### src/rtl/core/arpp_pkg.sv
// shared types, constants and packing for the ARP payload header parser
// no dependencies; used by every module under rtl/core

package arpp_pkg;

	// byte counter and frame layout
	localparam int unsigned CountWidth = 11;
	localparam logic [CountWidth-1:0] COUNT_MAX = 11'd2047;
	localparam logic [CountWidth-1:0] HDR_LEN = 11'd8;
	localparam logic [CountWidth-1:0] SMAC_END = 11'd14;
	localparam logic [CountWidth-1:0] SIP_END = 11'd18;
	localparam logic [CountWidth-1:0] TMAC_END = 11'd24;
	localparam logic [CountWidth-1:0] TIP_END = 11'd28;

	// header field values
	localparam logic [15:0] HTYPE_ETHERNET = 16'h0001;
	localparam logic [15:0] PTYPE_IPV4 = 16'h0800;
	localparam logic [7:0] HLEN_ETHERNET = 8'd6;
	localparam logic [7:0] PLEN_IPV4 = 8'd4;
	localparam logic [15:0] OP_MIN = 16'd1;
	localparam logic [15:0] OP_MAX = 16'd25;
	localparam logic [15:0] OP_REQUEST = 16'd1;
	localparam logic [15:0] OP_REPLY = 16'd2;

	// bit positions in kind_flags
	localparam int unsigned KIND_GRATUITOUS = 0;
	localparam int unsigned KIND_PROBE = 1;
	localparam int unsigned KIND_ANNOUNCE = 2;

	// width of the result item on the master side, padded to whole bytes
	localparam int unsigned ResultBits = 229;
	localparam int unsigned ResultTdataWidth = ((ResultBits + 7) / 8) * 8;

	// capture state after the current byte has been taken in
	typedef struct packed {
		logic [CountWidth-1:0] count;
		logic [63:0]           hdr;
		logic [47:0]           smac;
		logic [31:0]           sip;
		logic [47:0]           tmac;
		logic [31:0]           tip;
	} capt_t;

	// one verdict item
	typedef struct packed {
		logic [2:0]  kind_flags;
		logic [31:0] target_ip;
		logic [47:0] target_mac;
		logic [31:0] sender_ip;
		logic [47:0] sender_mac;
		logic        eth_ipv4;
		logic [7:0]  proto_len;
		logic [7:0]  hw_len;
		logic [15:0] proto_type;
		logic [15:0] hw_type;
		logic [15:0] opcode;
		logic        accepted;
	} result_t;

	// pack a verdict into tdata, last field in the lowest bits
	function automatic logic [ResultTdataWidth-1:0] pack_result(input result_t r);
		logic [ResultTdataWidth-1:0] d;
		d = '0;
		d[ResultBits-1:0] = r;
		return d;
	endfunction

endpackage

### src/rtl/core/arpp_capture.sv
// byte counter and capture registers for the ARP payload header parser
// depends on arpp_pkg; gives the state as it stands after the current byte

module arpp_capture (
	input  logic                 clk,
	input  logic                 arst_n,
	input  logic                 fire,      // a byte is taken in this cycle
	input  logic                 frame_end, // that byte closes the frame
	input  logic [7:0]           data_byte,
	output arpp_pkg::capt_t      capt_next
);

	logic [arpp_pkg::CountWidth-1:0] count_q;
	logic [63:0] hdr_q;
	logic [47:0] smac_q;
	logic [31:0] sip_q;
	logic [47:0] tmac_q;
	logic [31:0] tip_q;

	// route the byte to the field its position selects
	always_comb begin
		capt_next.count = (count_q == arpp_pkg::COUNT_MAX) ? count_q
			: count_q + arpp_pkg::CountWidth'(1);
		capt_next.hdr = hdr_q;
		capt_next.smac = smac_q;
		capt_next.sip = sip_q;
		capt_next.tmac = tmac_q;
		capt_next.tip = tip_q;
		priority if (count_q < arpp_pkg::HDR_LEN) begin
			capt_next.hdr = {hdr_q[55:0], data_byte};
		end else if (count_q < arpp_pkg::SMAC_END) begin
			capt_next.smac = {smac_q[39:0], data_byte};
		end else if (count_q < arpp_pkg::SIP_END) begin
			capt_next.sip = {sip_q[23:0], data_byte};
		end else if (count_q < arpp_pkg::TMAC_END) begin
			capt_next.tmac = {tmac_q[39:0], data_byte};
		end else if (count_q < arpp_pkg::TIP_END) begin
			capt_next.tip = {tip_q[23:0], data_byte};
		end else begin
			// bytes past the target address are not kept
		end
	end

	// state registers, cleared at the end of every frame
	always_ff @(posedge clk or negedge arst_n) begin
		if (!arst_n) begin
			count_q <= '0;
			hdr_q <= '0;
			smac_q <= '0;
			sip_q <= '0;
			tmac_q <= '0;
			tip_q <= '0;
		end else if (fire) begin
			if (frame_end) begin
				count_q <= '0;
				hdr_q <= '0;
				smac_q <= '0;
				sip_q <= '0;
				tmac_q <= '0;
				tip_q <= '0;
			end else begin
				count_q <= capt_next.count;
				hdr_q <= capt_next.hdr;
				smac_q <= capt_next.smac;
				sip_q <= capt_next.sip;
				tmac_q <= capt_next.tmac;
				tip_q <= capt_next.tip;
			end
		end
	end

	// frame end leaves a clean slate
	a_clear_after_end: assert property (@(posedge clk) disable iff (!arst_n)
		fire && frame_end |=> count_q == '0 && hdr_q == '0 && sip_q == '0 && tip_q == '0)
		else $error("capture state not cleared after frame end");

	// counter only moves when a byte is taken
	a_count_holds: assert property (@(posedge clk) disable iff (!arst_n)
		!fire |=> $stable(count_q))
		else $error("byte counter moved without an item");

	// counter never wraps back to zero mid-frame
	a_count_saturates: assert property (@(posedge clk) disable iff (!arst_n)
		fire && !frame_end && count_q == arpp_pkg::COUNT_MAX |=> count_q == arpp_pkg::COUNT_MAX)
		else $error("byte counter wrapped");

endmodule

### src/rtl/core/arpp_verdict.sv
// length, opcode and layout checks that turn the captured header into a verdict
// depends on arpp_pkg; purely combinational

module arpp_verdict (
	input  arpp_pkg::capt_t   capt,
	output arpp_pkg::result_t verdict
);

	logic [15:0] htype;
	logic [15:0] ptype;
	logic [7:0]  hlen;
	logic [7:0]  plen;
	logic [15:0] op;
	logic [arpp_pkg::CountWidth-1:0] need;
	logic pass;
	logic eth;
	logic same_ip;

	// header fields, big-endian
	assign htype = capt.hdr[63:48];
	assign ptype = capt.hdr[47:32];
	assign hlen = capt.hdr[31:24];
	assign plen = capt.hdr[23:16];
	assign op = capt.hdr[15:0];

	// header plus both address pairs, at most 1028
	assign need = arpp_pkg::HDR_LEN + {2'b00, hlen, 1'b0} + {2'b00, plen, 1'b0};

	assign pass = (capt.count >= arpp_pkg::HDR_LEN) && (op >= arpp_pkg::OP_MIN)
		&& (op <= arpp_pkg::OP_MAX) && (capt.count >= need);
	assign eth = pass && (htype == arpp_pkg::HTYPE_ETHERNET) && (ptype == arpp_pkg::PTYPE_IPV4)
		&& (hlen == arpp_pkg::HLEN_ETHERNET) && (plen == arpp_pkg::PLEN_IPV4);
	assign same_ip = (capt.sip == capt.tip);

	// fields are zero unless the frame passes, addresses zero unless ethernet/ipv4
	always_comb begin
		verdict = '0;
		verdict.accepted = pass;
		if (pass) begin
			verdict.opcode = op;
			verdict.hw_type = htype;
			verdict.proto_type = ptype;
			verdict.hw_len = hlen;
			verdict.proto_len = plen;
		end
		if (eth) begin
			verdict.eth_ipv4 = 1'b1;
			verdict.sender_mac = capt.smac;
			verdict.sender_ip = capt.sip;
			verdict.target_mac = capt.tmac;
			verdict.target_ip = capt.tip;
			verdict.kind_flags[arpp_pkg::KIND_GRATUITOUS] =
				(op == arpp_pkg::OP_REQUEST || op == arpp_pkg::OP_REPLY) && same_ip;
			verdict.kind_flags[arpp_pkg::KIND_PROBE] =
				(op == arpp_pkg::OP_REQUEST) && (capt.sip == '0);
			verdict.kind_flags[arpp_pkg::KIND_ANNOUNCE] =
				(op == arpp_pkg::OP_REQUEST) && same_ip;
		end
	end

endmodule

### src/rtl/core/arp_packet_parser.sv
// ARP payload header parser: takes one payload byte per item and gives one
// verdict item per frame. A byte can be taken every cycle; each byte is held
// in the input register, where the counter and capture registers update,
// and the verdict for the last byte is loaded into the result register as that
// byte leaves. Only a last byte waits, and only while the result register still
// holds a verdict not yet taken. Depends on arpp_pkg, arpp_capture and
// arpp_verdict.

module arp_packet_parser (
	input  logic         clk,
	input  logic         arst_n,
	input  logic         s_axis_tvalid,
	output logic         s_axis_tready,
	input  logic [7:0]   s_axis_tdata,  // payload_byte [7:0]
	input  logic         s_axis_tlast,  // last_byte
	output logic         m_axis_tvalid,
	input  logic         m_axis_tready,
	// accepted [0], opcode [16:1], hw_type [32:17], proto_type [48:33],
	// hw_len [56:49], proto_len [64:57], eth_ipv4 [65], sender_mac [113:66],
	// sender_ip [145:114], target_mac [193:146], target_ip [225:194],
	// kind_flags [228:226], zero [231:229]
	output logic [arpp_pkg::ResultTdataWidth-1:0] m_axis_tdata
);

	logic       valid_s1;
	logic       last_s1;
	logic [7:0] byte_s1;
	logic       out_valid_q;
	logic [arpp_pkg::ResultTdataWidth-1:0] out_data_q;
	logic       out_free;
	logic       go_s1;
	arpp_pkg::capt_t   capt_next;
	arpp_pkg::result_t verdict;

	// a last byte needs the result register, other bytes never wait
	assign out_free = !out_valid_q || m_axis_tready;
	assign go_s1 = valid_s1 && (!last_s1 || out_free);
	assign s_axis_tready = !valid_s1 || go_s1;

	// input register
	always_ff @(posedge clk or negedge arst_n) begin
		if (!arst_n) begin
			valid_s1 <= 1'b0;
			last_s1 <= 1'b0;
			byte_s1 <= '0;
		end else if (s_axis_tready) begin
			valid_s1 <= s_axis_tvalid;
			last_s1 <= s_axis_tlast;
			byte_s1 <= s_axis_tdata;
		end
	end

	// counter and field capture
	arpp_capture u_capture (
		.clk       (clk),
		.arst_n    (arst_n),
		.fire      (go_s1),
		.frame_end (last_s1),
		.data_byte (byte_s1),
		.capt_next (capt_next)
	);

	// checks and verdict
	arpp_verdict u_verdict (
		.capt    (capt_next),
		.verdict (verdict)
	);

	// result register
	always_ff @(posedge clk or negedge arst_n) begin
		if (!arst_n) begin
			out_valid_q <= 1'b0;
		end else if (go_s1 && last_s1) begin
			out_valid_q <= 1'b1;
		end else if (m_axis_tready) begin
			out_valid_q <= 1'b0;
		end
	end

	always_ff @(posedge clk) begin
		if (go_s1 && last_s1) begin
			out_data_q <= arpp_pkg::pack_result(verdict);
		end
	end

	assign m_axis_tvalid = out_valid_q;
	assign m_axis_tdata = out_data_q;

	// a rejected frame carries nothing but the zero verdict
	a_reject_zero: assert property (@(posedge clk) disable iff (!arst_n)
		m_axis_tvalid && !m_axis_tdata[0] |-> m_axis_tdata[arpp_pkg::ResultTdataWidth-1:1] == '0)
		else $error("rejected frame with non-zero fields");

	// address layout only reported for accepted frames, flags only for that layout
	a_eth_needs_pass: assert property (@(posedge clk) disable iff (!arst_n)
		m_axis_tvalid && (m_axis_tdata[65] || m_axis_tdata[228:226] != '0)
			|-> m_axis_tdata[0] && m_axis_tdata[65])
		else $error("ethernet fields on a rejected frame or flags without layout");

	// a stalled last byte stays put in the input register
	a_last_waits: assert property (@(posedge clk) disable iff (!arst_n)
		valid_s1 && last_s1 && !out_free |=> valid_s1 && last_s1 && $stable(byte_s1))
		else $error("last byte lost while result register full");

	// a new verdict never overwrites one still waiting
	a_no_overwrite: assert property (@(posedge clk) disable iff (!arst_n)
		out_valid_q && !m_axis_tready |=> $stable(out_data_q))
		else $error("waiting verdict overwritten");

endmodule

### config.mk
export PLATFORM = sky130hd
export DESIGN_NAME = arp_packet_parser
export DESIGN_NICKNAME = d
export VERILOG_FILES = /design/src/rtl/core/arpp_pkg.sv /design/src/rtl/core/arpp_capture.sv /design/src/rtl/core/arpp_verdict.sv /design/src/rtl/core/arp_packet_parser.sv
export SDC_FILE = /design/constraint.sdc
export NUM_CORES = 1
export LEC_CHECK = 0
export BUFFER_PORTS_ARGS = -buffer_cell sky130_fd_sc_hd__buf_2
export CAP_MARGIN = 40
export CORE_MARGIN = 3
export CORE_UTILIZATION = 35
export DETAILED_ROUTE_END_ITERATION = 10
export PLACE_DENSITY = 0.6
export SLEW_MARGIN = 10
export SYNTH_ARGS = -nofsm -noshare
export SYNTH_HDL_FRONTEND = slang
export SYNTH_HIERARCHICAL = 1
export SYNTH_SLANG_ARGS = --single-unit
export TNS_END_PERCENT = 50
### constraint.sdc
create_clock -name clk -period 28.9 [get_ports clk]
set_input_delay 2.89 -clock clk [delete_from_list [all_inputs] [get_ports clk]]
set_output_delay 2.89 -clock clk [all_outputs]
set_load 0.005 [all_outputs]
==> results.txt, run 1 <==
----------------------------------------------------
[Outcome]
  Result of the run ... completed

[Layout]
  Net count of the finished layout ... 2198
  Filler-free cell count of the finished design ... 3049
  Design Area, Final ... 0.02656 mm2
  Antenna fix cells ... 0
  Fraction of final layout cells with drive strength greater than 1 ... 22.88%
  Layout filler cell count ... 6077
  Layout overhead on the synthesized area ... 16.50%

[Setup path]
  Arr. time, crit path ... 7.61 ns
  Register-to-Register Path Depth ... 21
  Gate family responsible for the most delay along the worst path ... simple AND/OR/NAND/NOR gates
  Req. time, crit path ... 29.35 ns
  Critical Path Start Type ... flop
  Worst r2r dst ... m_axis_tdata[72]
  Delay of the slowest cell on the worst path ... 0.69 ns
  Launching point of the worst reg2reg path ... u_capture/count_q[9]
  Critical-path cell with the highest stage delay ... buf_4
  Critical Setup Path Class ... flop to flop
  Crit-path max FO ... 91
  Worst Setup End Kind ... flop
  Cell-by-cell trace of the critical path ... nor4_4 -> nand3_4 -> buf_4 -> mux2_2 -> ha_1 -> ha_1 -> inv_1 -> fa_1 -> nor2b_1 -> o21ai_0 -> a21boi_0 -> o31a_1 -> o21ai_0 -> ha_1 -> o21ai_0 -> o21bai_1 -> o211a_1 -> nand4_4 -> inv_4 -> buf_4 -> and3_1
  Reg-to-reg slack, setup ... 21.74 ns
  Worst Path Buf+Inv ... 4

[Place]
  Final estimated routing congestion in global placement ... 0.8745
  DP HPWL ... 40620 um
  Port buffer count ... 243
  Placed insts ... 2949
  Worst slack, placed ... 21.81 ns
  Placed Area ... 0.02471 mm2

[Clock network]
  TritonCTS clock tree ... yes
  CTS Sinks ... 475
  CTS Root Buffer Type ... clkbuf_16
  Clock latency reported for the late side of the worst-skew pair ... 0.60 ns
  Clock edge transition at the registers on the reported setup and hold paths ... 0.06 ns
  TritonCTS buffer count ... 53
  Post-CTS Setup Repair Bufs ... 0
  Worst-case clock buffer depth ... 3
  Number of hold-repair buffers added at the cts stage ... 0
  Maximum level of the CTS H-tree ... 2
  Post-cts sizing count ... 0

[GRT]
  Initial antenna violation count ... 0
  Maximum number of pins on one net before global-route repair ... 158
  First-pass GRT wire length ... 95640 um
  GRT overflow ... 0
  Number of global-route vias before repair ... 15780
  Global-route usage over all layers ... 17.84%

[Drt]
  Detailed router's first-iteration violation count ... 1405
  Total wirelength of the detailed-routed design ... 62660 um
  Drt drc ... 0
  Antenna viol nets, final ... 0
  Average wire per cell in the routed design ... 20.55 um
  Total number of vias ... 16510
  Via-to-Cell Ratio ... 5.415
  Iteration count of the initial detailed-routing pass ... 6

[Power]
  Total power of the final layout ... 1731 uW
  Total power per unit cell area ... 65.18 mW/mm2
  VDD IR-drop max ... 34.96 uV
  Cell leakage power ... 0.01181 uW

[Floorplan]
  Die boundary height ... 261.2 um
  Initial standard-cell utilization of the core ... 35.75%
  Die area ... 0.06823 mm2
  Top-level I/O count ... 247
  Core Area ... 0.06377 mm2
  Std cell rows ... 92
  Width of the die ... 261.2 um

[STA]
  Max frequency ... 0.1397 GHz
  Relative slew slack ... 35.14%
  Setup violations, final ... 0
  Hold Fails Final Rpt ... 0
  Sum of negative setup slack ... 0 ns
  Unrepaired setup endpoints after global routing ... false
  Slack of the critical path ... 21.74 ns
  Clock skew ... 0.01556 ns
  Time the final worst path needs with I/O delays and setup ... 7.160 ns
  Slew of the pin with the lowest slew margin ... 0.9729 ns
  Total count of max-transition violations in the final report ... 0
  Period utilization ... 24.78%

[Min path]
  Hold path depth ... 1
  Worst Hold Class ... flop to flop
  Terminating pin of the worst hold path ... u_capture/smac_q[40]
  Beginning of the worst hold path ... u_capture/smac_q[40]

[Synthesis]
  Mapped cell area ... 0.02280 mm2
  Synth Instances ... 1996
  Mean area per synthesized cell ... 11.42 um2
  Yosys Warn Count ... 6

[Job]
  Max-cap violation count ... 0

----------------------------------------------------
report_power, final:
group	leakage [uW]	switching (uW)	internal, uW	total, uW
combinational	0.00540	145	87.9	233
sequential	0.00552	39.2	748	787
clock	0.000886	284	427	711
total	0.0118	468	1260	1730
placed cells by master, fill, tap and decap left out, types with 53 or more instances in the layout:
master / n
nand2_1: 425
and3_1: 163
o2bb2ai_1: 97
buf_2: 242
dfrtp_1: 245
a22o_1: 106
edfxtp_1: 229
and2_1: 53
mux2_2: 98
a22oi_1: 96
clkbuf_16: 53
final cells by class:
| type | instances | area (um2) | area share [%] |
|---|---|---|---|
| timing repair buffer | 282 | 1644 | 6.191 |
| inverter | 16 | 63.81 | 0.2403 |
| clock buffer | 64 | 1398 | 5.263 |
| tap | 846 | 1059 | 3.986 |
| sequential | 475 | 13040 | 49.09 |
| clock inverter | 36 | 450.4 | 1.696 |
| multi-input combinational | 1330 | 8906 | 33.54 |
through the flow:
| stage | hold WS [ns] | util (%) |
|---|---|---|
| floorplan | 0.4725 | - |
| global placement | 0.4884 | 38.49 |
| detailed placement | 0.4908 | 38.75 |
| CTS | 0.5082 | 41.64 |
| global route | 0.5186 | 41.64 |
| finish | 0.5054 | 41.64 |
per-layer routing:
metal,up-vias,wire [um],GRT usage (%)
met1,8209,27650,24.82
met5,-,0,0
met4,0,1893,5.621
met3,123,3547,2.882
met2,522,29570,28.62
li1,7657,-,-
worst max-delay path by stage:
stage	from	end	slack, ns	cells after the start
2_1_floorplan	m_axis_tready	m_axis_tdata[0]	15.50	2
3_3_place_gp	u_capture/count_q[9]	m_axis_tdata[111]	21.95	21
3_5_place_dp	u_capture/count_q[9]	m_axis_tdata[152]	21.81	21
4_1_cts	u_capture/count_q[9]	m_axis_tdata[152]	21.78	21
5_1_grt	u_capture/count_q[9]	m_axis_tdata[106]	21.16	21
6_report	u_capture/count_q[9]	m_axis_tdata[72]	21.74	21
sequential cells by signal, indices dropped and copies added (netlist names):
name               cells
byte_s1                8
last_s1                1
m_axis_tdata         229
m_axis_tvalid          1
u_capture/count_q     11
u_capture/hdr_q       64
u_capture/sip_q       32
u_capture/smac_q      48
u_capture/tip_q       32
u_capture/tmac_q      48
valid_s1               1
Power figures use the tool's default switching activity.
==> inputs of run 2 (changes only) <==
==> constraint.sdc (replaced) <==
create_clock -name clk -period 6.6 [get_ports clk]
set_input_delay 0.66 -clock clk [delete_from_list [all_inputs] [get_ports clk]]
set_output_delay 0.66 -clock clk [all_outputs]
set_load 0.005 [all_outputs]
==> run 2 against run 1 <==
  * Worst setup slack got worse by 21 ns
  * Total power grew to 4.4 times the previous value
  * Register-to-register slack got worse by 21 ns
  * Die area unchanged
  * Largest power group unchanged
  * Hold slack worse by 0.24 ns
  * Sequential power increased to 4.4 times the previous value
  * Combinational power rose to 4.4 times the previous value
  * Wire length up 1.0%
  * Highest routed layer is now met5
  * Sequential cell count unchanged
  * Design area shrank 0.14%
==> results.txt, run 2 (same netlist as run 1, synthesis figures left out) <==
----------------------------------------------------
[Outcome]
  Result of the run ... completed

[Clock network]
  Clock latency reported for the late side of the worst-skew pair ... 0.62 ns
  CTS Root Buffer Type ... clkbuf_16
  TritonCTS clock tree ... yes
  TritonCTS buffer count ... 54
  Maximum level of the CTS H-tree ... 2
  Clock edge transition at the registers on the reported setup and hold paths ... 0.06 ns
  Post-CTS Setup Repair Bufs ... 0
  Worst-case clock buffer depth ... 3
  CTS Sinks ... 475

[Power]
  Net Sw Power ... 2072 uW
  Internal ... 5462 uW
  Part of the power in registers ... 45.8%
  Sw frac ... 27.50%
  Relative contribution of the clock network to total power ... 40.5%
  Total power per unit cell area ... 284.1 mW/mm2
  VDD IR-drop max ... 205.4 uV
  Cell leakage power ... 0.01181 uW
  Comb pwr share ... 13.7%
  Total power of the final layout ... 7535 uW

[STA]
  Hold Fails Final Rpt ... 0
  Sum of negative setup slack ... 0 ns
  Unrepaired setup endpoints after global routing ... false
  Clock skew ... 0.03491 ns
  Setup violations, final ... 0
  Max frequency ... 0.1795 GHz
  Total count of max-transition violations in the final report ... 0
  Slew of the pin with the lowest slew margin ... 0.9234 ns
  Time the final worst path needs with I/O delays and setup ... 5.570 ns
  Relative slew slack ... 38.44%
  Period utilization ... 84.39%

[Layout]
  Flip-flop count of the largest register, all copies and words added ... 229
  Layout filler cell count ... 6063
  Antenna fix cells ... 0
  Fraction of final layout cells with drive strength greater than 1 ... 22.49%
  Net count of the finished layout ... 2199
  Layout overhead on the synthesized area ... 16.34%
  Most frequent cells in the layout ... 425 x nand2_1, 245 x dfrtp_1, 242 x buf_2
  Filler-free cell count of the finished design ... 3051
  Commonest non-fill, non-tap cell in the layout ... nand2_1

[Place]
  Port buffer count ... 243
  Placed insts ... 2948
  Final estimated routing congestion in global placement ... 0.8215
  DP HPWL ... 40990 um

[Drt]
  Drt drc ... 0
  Total wirelength of the detailed-routed design ... 63320 um
  Via-to-Cell Ratio ... 5.373
  Average wire per cell in the routed design ... 20.75 um
  Total number of vias ... 16390
  Antenna viol nets, final ... 0
  Detailed router's first-iteration violation count ... 1660
  Iteration count of the initial detailed-routing pass ... 5

[Setup path]
  Worst Path Buf+Inv ... 3
  Crit-path max FO ... 84
  Cell-by-cell trace of the critical path ... nor4_4 -> nand3_4 -> mux2_2 -> ha_1 -> ha_1 -> inv_1 -> fa_1 -> nor2b_1 -> o21ai_0 -> a21boi_0 -> o31a_1 -> o21ai_0 -> ha_1 -> a211oi_2 -> nand2_1 -> or4_4 -> nand4_4 -> inv_4 -> buf_4 -> and3_1
  Critical Setup Path Class ... flop to flop
  Register-to-Register Path Depth ... 20
  Critical-path cell with the highest stage delay ... dfrtp_1
  Instance count on the critical path ... 20
  Req. time, crit path ... 6.94 ns
  Worst Setup End Kind ... flop
  Critical Path Start Type ... flop
  Gate family responsible for the most delay along the worst path ... simple AND/OR/NAND/NOR gates
  Delay of the slowest cell on the worst path ... 0.47 ns
  Cell repeated most along the worst path ... ha_1
  Arr. time, crit path ... 5.91 ns

[GRT]
  Global-route usage over all layers ... 18.08%
  Busiest grt layer ... met2
  Initial antenna violation count ... 1
  Met2 usage in global routing ... 29.72%
  GRT overflow ... 0
  Global-route track usage on met3 ... 2.998%
  Number of global-route vias before repair ... 15830
  First-pass GRT wire length ... 96930 um
  Maximum number of pins on one net before global-route repair ... 161
  Fraction of met1 tracks used by global routing ... 24.91%

[Floorplan]
  Initial standard-cell utilization of the core ... 35.75%
  Width of the die ... 261.2 um
  Std cell rows ... 92
  Die boundary height ... 261.2 um
  Top-level I/O count ... 247
  Core Area ... 0.06377 mm2
  Die area ... 0.06823 mm2

[Min path]
  Worst Hold Class ... input pin to flop
  Hold path depth ... 2

[Job]
  Max-cap violation count ... 0

----------------------------------------------------
## run 2: changes by cell type in the layout (fill, tap and decap cells not counted), moves of 2 or more
cell,previous run,this run
buf_16,4,2
clkinv_8,2,0
clkbuf_1,8,17
clkbuf_8,3,8
bufinv_16,9,3
clkinvlp_4,7,0
clkbuf_16,53,57
clkinv_16,0,2
clkinv_2,11,9
## run 2: final timing paths
check | slack (ns) | start | to
max in group asynchronous | 4.64 | arst_n | last_s1
hold / removal | 0.26 | s_axis_tlast | last_s1
setup reg to reg | 1.03 | u_capture/count_q[9] | m_axis_tdata[95]
min in group asynchronous | 0.62 | arst_n | u_capture/sip_q[29]
hold reg to reg | 0.51 | u_capture/tip_q[27] | u_capture/tip_q[27]
setup / recovery | 1.03 | u_capture/count_q[9] | m_axis_tdata[95]
## run 2: per-layer routing
layer | up-vias | wire length [um]
met4 | 2 | 1324
met5 | - | 13
met1 | 8130 | 28010
li1 | 7653 | -
met2 | 519 | 30450
met3 | 89 | 3515
## run 2: stage by stage
step           hold WS (ns)  area (um2)  worst slack [ns]  utilization [%]
3_3_place_gp         0.4879       24570             1.191            38.53
4_1_cts              0.2231       26520             1.070            41.59
6_report             0.2630       26520             1.030            41.59
3_5_place_dp         0.4921       24680             1.110            38.70
5_1_grt              0.2341       26520            0.6082            41.59
2_1_floorplan        0.3644       22850             1.474                -
## run 2: cell type report
class,instances,area [um2],share of cell area (%)
well taps,846,1059,3.991
flip-flops and latches,475,13040,49.16
clock inverters,20,231.5,0.8728
inverters,16,63.81,0.2406
clock buffers,82,1600,6.034
repair buffers,282,1627,6.133
multi-input cells,1330,8904,33.57
## run 2: power by group through the flow
| stage | sequential (uW) | clock [uW] | combinational [uW] |
|---|---|---|---|
| 2_1_floorplan | 3440 | 0 | 718 |
| 3_3_place_gp | 3500 | 0 | 1010 |
| 3_5_place_dp | 3500 | 0 | 1040 |
| 4_1_cts | 3450 | 3130 | 1040 |
| 5_1_grt | 3470 | 3260 | 1130 |
| 6_report | 3450 | 3050 | 1030 |
## run 2: what timing repair did
| action | in CTS | in global routing |
|---|---|---|
| resized for setup | 0 | 0 |
| endpoints found under the hold margin | 13 | 0 |
| hold buffers | 1 | 0 |
==> inputs of run 3 (changes only) <==
==> constraint.sdc (replaced) <==
create_clock -name clk -period 5.67 [get_ports clk]
set_input_delay 0.567 -clock clk [delete_from_list [all_inputs] [get_ports clk]]
set_output_delay 0.567 -clock clk [all_outputs]
set_load 0.005 [all_outputs]
==> run 3 against run 2 <==
  * Hold slack got worse by 0.10 ns
  * Design area barely moved
  * Non-clock buffer count rose by 9
  * Clock skew fell by 0.0057 ns
  * Maximum frequency rose by 6.0%
  * Critical path type unchanged
==> results.txt, run 3 (same netlist as run 1, synthesis figures left out) <==
----------------------------------------------------
[STA]
  Relative slew slack ... 37.53%
  Unrepaired setup endpoints after global routing ... false
  Final-layout worst hold slack ... 0.1610 ns
  Sum of negative setup slack ... 0 ns
  Max frequency ... 0.1902 GHz
  Hold Fails Final Rpt ... 0
  Period utilization ... 92.71%
  Slew of the pin with the lowest slew margin ... 0.9370 ns
  Clock skew ... 0.02926 ns
  Setup violations, final ... 0
  Total count of max-transition violations in the final report ... 0
  Time the final worst path needs with I/O delays and setup ... 5.256 ns

[Power]
  Relative contribution of the clock network to total power ... 39.6%
  Total power per unit cell area ... 327.5 mW/mm2
  Total power of the final layout ... 8683 uW
  Internal ... 6286 uW
  VDD IR-drop max ... 217.7 uV
  Comb pwr share ... 14.3%
  Net Sw Power ... 2397 uW
  Cell leakage power ... 0.01182 uW
  Sw frac ... 27.61%
  Part of the power in registers ... 46.2%

[Setup path]
  Req. time, crit path ... 6.01 ns
  Worst Path Buf+Inv ... 4
  Critical-path cell with the highest stage delay ... dfrtp_2
  Worst Setup End Kind ... flop
  Delay of the slowest cell on the worst path ... 0.48 ns
  Gate family responsible for the most delay along the worst path ... simple AND/OR/NAND/NOR gates
  Critical Setup Path Class ... flop to flop
  Cell-by-cell trace of the critical path ... nor4_4 -> nand3_4 -> buf_4 -> mux2_2 -> ha_1 -> ha_1 -> inv_1 -> fa_1 -> nor2b_1 -> o21ai_1 -> a21boi_1 -> o31a_1 -> o21ai_0 -> ha_1 -> a211oi_2 -> nand2_1 -> or4_4 -> nand4_4 -> inv_6 -> buf_12 -> and3_1
  Cell repeated most along the worst path ... ha_1
  Crit-path max FO ... 74
  Arr. time, crit path ... 5.59 ns
  Critical Path Start Type ... flop

[Layout]
  Design Area, Final ... 0.02651 mm2
  Finished Core Util ... 41.57%
  Register Area ... 0.01304 mm2
  Most frequent cells in the layout ... 425 x nand2_1, 244 x dfrtp_1, 242 x buf_2
  Layout overhead on the synthesized area ... 16.30%
  Flip-flop count of the largest register, all copies and words added ... 229
  Net count of the finished layout ... 2207
  Layout filler cell count ... 6090
  Antenna fix cells ... 0
  Area of the multi-input gates ... 0.008904 mm2
  Commonest non-fill, non-tap cell in the layout ... nand2_1
  Fraction of final layout cells with drive strength greater than 1 ... 22.74%

[Drt]
  Detailed router's first-iteration violation count ... 1657
  Drt drc ... 0
  Average wire per cell in the routed design ... 20.59 um
  Antenna viol nets, final ... 0
  Via-to-Cell Ratio ... 5.399
  Total wirelength of the detailed-routed design ... 62960 um
  Iteration count of the initial detailed-routing pass ... 5
  Total number of vias ... 16510

[Clock network]
  Worst-case clock buffer depth ... 3
  Maximum level of the CTS H-tree ... 2
  TritonCTS clock tree ... yes
  TritonCTS buffer count ... 53
  CTS Sinks ... 475
  CTS Root Buffer Type ... clkbuf_16
  Clock edge transition at the registers on the reported setup and hold paths ... 0.06 ns
  Clock latency reported for the late side of the worst-skew pair ... 0.60 ns

[Place]
  DP HPWL ... 40910 um
  Placed Area ... 0.02472 mm2
  Final estimated routing congestion in global placement ... 0.8319
  Port buffer count ... 243

[Floorplan]
  Std cell rows ... 92
  Die boundary height ... 261.2 um
  Core Area ... 0.06377 mm2
  Initial standard-cell utilization of the core ... 35.75%
  Die area ... 0.06823 mm2
  Width of the die ... 261.2 um
  Top-level I/O count ... 247

[GRT]
  Maximum number of pins on one net before global-route repair ... 161
  Number of global-route vias before repair ... 16150
  Initial antenna violation count ... 1
  First-pass GRT wire length ... 97770 um
  Global-route usage over all layers ... 18.13%
  GRT overflow ... 0

[Min path]
  Worst Hold Class ... input pin to flop

[Outcome]
  Result of the run ... completed

[Job]
  Max-cap violation count ... 0

----------------------------------------------------
==> run 3: cell count changes in the layout (fill, tap and decap cells not counted), sizes merged <==
| cell | before | now |
|---|---|---|
| inv | 15 | 16 |
| clkinv | 18 | 23 |
| clkbuf | 82 | 74 |
| buf | 281 | 290 |
==> run 3: final timing paths <==
check | startpoint | end | slack (ns) | cells after the start
hold / removal | s_axis_tlast | last_s1 | 0.16 | 2
setup reg to reg | u_capture/count_q[6] | m_axis_tdata[120] | 0.41 | 21
setup / recovery | u_capture/count_q[6] | m_axis_tdata[120] | 0.41 | 21
max in group asynchronous | arst_n | last_s1 | 3.95 | 3
hold reg to reg | u_capture/smac_q[44] | u_capture/smac_q[44] | 0.51 | 1
min in group asynchronous | arst_n | u_capture/sip_q[31] | 0.52 | 2
==> run 3: metal layers <==
layer | GRT usage (%) | part of all wire, %
met5 | 0 | 0
met4 | 5.836 | 3.0
met3 | 3.491 | 5.6
met2 | 28.63 | 46
met1 | 25.19 | 45
==> run 3: stage by stage <==
step | worst slack, ns | instances
final | 0.4136 | 3058
after global routing | 0.01584 | 3058
after CTS | 0.2812 | 3057
after detailed placement | 0.3145 | 2956
after global placement | 0.3984 | 2952
after floorplan | 0.5436 | 2008
==> run 3: power groups by stage <==
stage	Combinational, uW	Clock (uW)	Sequential, uW
2_1_floorplan	836	0	4010
3_3_place_gp	1180	0	4070
3_5_place_dp	1220	0	4070
4_1_cts	1230	3540	4010
5_1_grt	1360	3670	4030
6_report	1240	3440	4010
==> run 3: worst register-to-register path, delay by kind of cell, from the launching register on <==
| kind | cells | cell delay [ns] |
|---|---|---|
| AO/OA/AOI/OAI | 5 | 0.76 |
| adder cells (fa/ha/maj) | 4 | 1.12 |
| AND/OR/NAND/NOR | 7 | 1.69 |
| buffers and inverters | 4 | 0.70 |
| multiplexers | 1 | 0.27 |
| flip-flops | 1 | 0.48 |
==> run 3: cell type report <==
cell class / instances / area share [%]
Timing Repair Buffer: 291 / 6.409
Sequential cell: 475 / 49.18
Tap cell: 846 / 3.993
Clock inverter: 26 / 0.9014
Clock buffer: 74 / 5.687
Multi-Input combinational cell: 1330 / 33.58
Inverter: 16 / 0.2501
==> run 3: repair_timing <==
| action | CTS | global route |
|---|---|---|
| endpoints found under the setup margin | 0 | 110 |
| endpoints found under the hold margin | 59 | 0 |
| resized for setup | 0 | 4 |
| hold buffers | 1 | 0 |
| buffers inserted | 0 | 0 |
